==> src/rtl/ra_pkg.sv <==
// shared types and constants of the room allocator
package ra_pkg;

	localparam int TIME_W        = 32;
	localparam int FINISH_W      = 48;
	localparam int USES_W        = 16;
	localparam int ROOM_W        = 4;
	localparam int CFG_W         = 5;
	// slot index width, wide enough for the largest room count supported
	localparam int SLOT_W        = 6;
	localparam int MAX_ROOMS_DEF = 16;

	localparam logic [CFG_W-1:0] NUM_ROOMS_RST = CFG_W'(16);

	typedef enum logic {
		MODE_SCAN,
		MODE_BUSY
	} scan_mode_t;

	// token handed from cell to cell along the chain
	typedef struct packed {
		logic                valid;
		scan_mode_t          mode;
		logic                found;
		logic [SLOT_W-1:0]   pick;
		logic [SLOT_W-1:0]   earliest;
		logic [FINISH_W-1:0] efin;
		logic [USES_W-1:0]   best_uses;
		logic [SLOT_W-1:0]   busiest;
	} scan_t;

	// write and clear broadcast to all cells
	typedef struct packed {
		logic                wr;
		logic                clr;
		logic [SLOT_W-1:0]   slot;
		logic [FINISH_W-1:0] finish;
	} upd_t;

	typedef enum logic [1:0] {
		ST_IDLE,
		ST_SCAN,
		ST_BUSY,
		ST_OUT
	} state_t;

endpackage

==> src/rtl/ra_cell.sv <==
// one room cell: finish time, use count and one hop of the scan chain
module ra_cell #(
	parameter int IDX = 0
) (
	input  logic                      clk,
	input  logic                      arst_n,
	input  logic                      active,
	input  logic [ra_pkg::TIME_W-1:0] start_time,
	input  ra_pkg::upd_t              upd,
	input  ra_pkg::scan_t             scan_in,
	output ra_pkg::scan_t             scan_out
);

	localparam logic [ra_pkg::SLOT_W-1:0] MY_SLOT = ra_pkg::SLOT_W'(IDX);

	logic [ra_pkg::FINISH_W-1:0] finish_q;
	logic [ra_pkg::USES_W-1:0]   uses_q;
	ra_pkg::scan_t               nxt;
	ra_pkg::scan_t               scan_q;

	always_comb begin
		nxt = scan_in;
		if (scan_in.valid && active) begin
			unique case (scan_in.mode)
				ra_pkg::MODE_SCAN: begin
					if (!scan_in.found &&
						finish_q <= {{(ra_pkg::FINISH_W-ra_pkg::TIME_W){1'b0}}, start_time}) begin
						nxt.found = 1'b1;
						nxt.pick  = MY_SLOT;
					end
					if (finish_q < scan_in.efin) begin
						nxt.earliest = MY_SLOT;
						nxt.efin     = finish_q;
					end
				end
				ra_pkg::MODE_BUSY: begin
					if (uses_q > scan_in.best_uses) begin
						nxt.busiest   = MY_SLOT;
						nxt.best_uses = uses_q;
					end
				end
				default: ;
			endcase
		end
	end

	always_ff @(posedge clk or negedge arst_n) begin
		if (!arst_n) begin
			scan_q <= '0;
		end else begin
			scan_q <= nxt;
		end
	end

	always_ff @(posedge clk or negedge arst_n) begin
		if (!arst_n) begin
			finish_q <= '0;
			uses_q   <= '0;
		end else if (upd.clr) begin
			finish_q <= '0;
			uses_q   <= '0;
		end else if (upd.wr && upd.slot == MY_SLOT) begin
			finish_q <= upd.finish;
			if (uses_q != '1) begin
				uses_q <= uses_q + 1'b1;
			end
		end
	end

	assign scan_out = scan_q;

endmodule

==> config.mk <==
export PLATFORM = sky130hd
export DESIGN_NAME = ra_cell
export DESIGN_NICKNAME = d
export VERILOG_FILES = /design/src/rtl/ra_pkg.sv /design/src/rtl/ra_cell.sv
export SDC_FILE = /design/constraint.sdc
export NUM_CORES = 1
export LEC_CHECK = 0
export BUFFER_PORTS_ARGS = -buffer_cell sky130_fd_sc_hd__buf_2
export CORE_ASPECT_RATIO = 1.25
export CORE_MARGIN = 1
export CORE_UTILIZATION = 47
export CTS_CLUSTER_DIAMETER = 200
export DETAILED_ROUTE_END_ITERATION = 10
export MAX_ROUTING_LAYER = met4
export PLACE_DENSITY_LB_ADDON = 0.3
export SYNTH_ARGS = -nofsm -noshare
export SYNTH_HDL_FRONTEND = slang
export SYNTH_SLANG_ARGS = --single-unit
==> constraint.sdc <==
create_clock -name clk -period 3 [get_ports clk]
set_clock_uncertainty 0.2 [all_clocks]
set_input_delay 0.45 -clock clk [delete_from_list [all_inputs] [get_ports clk]]
set_output_delay 0.45 -clock clk [all_outputs]
set_load 0.05 [all_outputs]
==> reports/qor.yml <==
run_status:
  outcome: "finished clean"
global_routing:
  grt_use_total: 0.268
  grt_overflow: 0
  grt_max_degree: 60
  antenna_found_initial: 2
  grt_pass1_wl_mm: 35.9
  grt_pass1_vias: 7374
critical_path:
  max_stage_delay_ns: 0.53
  arrival_ns: 3.06
  timing.rr.end: "scan_out[64]"
  worst-r2r-setup-slack_ns: 0.05
  worstReg2RegStart: "finish_q[5]"
  start_kind: "flop"
  crit_type: "flop to flop"
  worstPathRequired_ns: 3.11
  reg2reg_depth: 9
  cp_max_fo: 8
  critical_path.endpoint_type: "flop"
  crit_chain: "ha_1 -> and3_1 -> o211ai_1 -> a21oi_1 -> or4_4 -> a221oi_4 -> buf_6 -> clkbuf_16 -> mux2_2"
  slowest_stage: "or4_4"
power_and_ir_drop:
  peakVddDrop_v: 0.000317
  leakagePower_uw: 0.00590
  power_density_nw_per_um2: 453
  total_power_uw: 4980
route:
  wl_per_cell_um: 17.0
  antenna_left: 0
  viasPerCell: 5.24
  drc: 0
  vias: 7196
  firstDrtPassIters: 5
  drtIter0Drc: 296
  routed_wirelength_mm: 23.4
yosys:
  yosys-top-cells-area: "dfrtp_1, ha_1, mux2_2"
  synth-edff-count: 0
  ys.flop_type: "dfrtp_1"
  syn_area_um2: 8260
  yosys.area.top_type: "dfrtp_1"
  synth-seq-cells: 149
  synth_cell_type_count: 53
  syn_inst: 824
  ys_seq_area_frac: 0.452
  ys_warn_count: 0
  synth_top_area_frac: 0.452
  synth_nets: 1096
  async_reset_ff_frac: 1.00
  avgSynthCellArea_um2: 10.0
placement:
  io_buffer_count: 260
  gp_congestion: 0.866
  dp_cells: 1325
  dpl.hpwl_mm: 17.3
sta:
  rsz0062_at_grt: "yes"
  finalCritPeriodShare: 0.983
  setup_viol: 0
  fin_crit_ns: 2.95
  tightest_slew_ns: 0.776
  timing.fmax_mhz: 339
  slew_violations: 0
  max-slew-margin-rel: 0.481
  finalHoldViolCount: 0
min_path:
  hold_end: "scan_out[77]"
  min_path_type: "input port to flop"
  hp-start: "scan_in[77]"
  hold_depth: 3
floorplanning:
  die_y_um: 150
  initial_core_util: 0.486
  rows: 53
  io_pins: 261
  die_area_um2: 18100
  core_area_um2: 17000
  die_width_um: 121
finish:
  fin_cells: 1372
  seq_area_um2: 3730
  drive_above_1_share: 0.371
  nNetsFinal: 1409
  multi_input_area_um2: 4160
  layout_commonest_cell: "buf_2"
  fillCellCount: 1417
  layout.core_utilization: 0.646
  final_cell_mix: "buf_2, dfrtp_1, nand2_1, inv_1, ha_1"
  area_growth_pct: 32.9
cts:
  insertion_delay_ns: 0.43
  clock_sinks: 149
  cts_buffers: 17
  htree_levels: 4
  clockRootBuffer: "clkbuf_16"
  clockBufferDepth: 2
  cts_tree: "done"
  clk_pin_slew_worst_paths_ns: 0.07
flow_run:
  maxCapViolations: 0
metal layers:
metal | part of all wire | wire (µm) | up-vias | global-route usage
met5 | 0 | 0 | - | -
met4 | 0.036 | 836 | 0 | 0.120
met3 | 0.050 | 1170 | 58 | 0.0462
met2 | 0.52 | 12100 | 241 | 0.474
met1 | 0.40 | 9260 | 3436 | 0.294
li1 | - | - | 3461 | -
worst max-delay path, delay by kind of cell (launching register included):
| kind | cells | cell delay (ns) |
|---|---|---|
| buffers and inverters | 2 | 0.39 |
| DFF | 1 | 0.39 |
| and+or+nand+nor | 2 | 0.69 |
| AOI/OAI and AO/OA | 3 | 0.54 |
| adders and majority gates | 1 | 0.28 |
| muxes | 1 | 0.33 |
registers in the layout, indices dropped and copies added (netlist names):
register  count
scan_out     85
uses_q       16
finish_q     48
layout make-up:
| type | count | share of cell area |
|---|---|---|
| inverters | 99 | 0.0339 |
| clock buffers | 17 | 0.0388 |
| flip-flops and latches | 149 | 0.340 |
| well taps | 220 | 0.0251 |
| repair buffers | 319 | 0.170 |
| diodes | 2 | 0.000456 |
| clock inverters | 15 | 0.0131 |
| multi-input cells | 551 | 0.379 |
Yosys cell counts (11+ instances only):
| library cell | count |
|---|---|
| inv_1 | 99 |
| a21o_1 | 15 |
| nand4_1 | 18 |
| nand3_1 | 13 |
| dfrtp_1 | 149 |
| clkbuf_1 | 18 |
| nand2_1 | 124 |
| mux2_2 | 54 |
| o21ai_0 | 11 |
| nor2_1 | 31 |
| a21oi_1 | 75 |
| ha_1 | 96 |
power by group:
part / switching, µW / internal (µW)
registers: 22.6 / 2080
clock network: 930 / 1160
logic: 513 / 270
logic make-up (layout without fill, tap and decap cells):
| kind of cell | after synthesis | in the layout | synth area share |
|---|---|---|---|
| other | 0 | 2 | 0 |
| muxes | 65 | 65 | 0.0885 |
| DFF | 149 | 149 | 0.452 |
| and+or+nand+nor | 245 | 245 | 0.140 |
| buffers and inverters | 124 | 450 | 0.0609 |
| AOI/OAI and AO/OA | 133 | 133 | 0.100 |
| adders and majority gates | 96 | 96 | 0.145 |
| xor gates and xnor gates | 12 | 12 | 0.0127 |
worst max path at each step:
stage           startpoint           end  slack (ns)  cells past startpoint
4_1_cts        finish_q[6]  scan_out[44]        0.03                      9
3_5_place_dp   scan_in[47]  scan_out[23]       -0.41                     11
3_3_place_gp   scan_in[47]  scan_out[22]       -0.39                     11
2_1_floorplan  scan_in[30]  scan_out[26]       0.003                      9
6_report       finish_q[5]  scan_out[64]        0.05                      9
5_1_grt        finish_q[5]  scan_out[64]       -0.03                      9
through the flow:
stage          hold WS (ns)  setup TNS (ns)  setup WS (ns)  area (µm²)
6_report             0.0261               0         0.0495       11000
5_1_grt              0.0241          -0.180        -0.0255       11000
4_1_cts             0.00367               0         0.0286       10800
3_5_place_dp          0.201          -18.22         -0.410       10200
3_3_place_gp          0.201          -17.69         -0.392       10200
2_1_floorplan       -0.0456               0        0.00322        8320
timing repair:
action	4_1_cts	5_1_grt
setup buffers	2	5
resized for setup	8	10
endpoints found under the setup margin	48	54
endpoints found under the hold margin	42	0
gates cloned	1	2
hold buffers	3	0
pin swaps	2	10
Note: power is estimated with default switching activity, not from simulation.
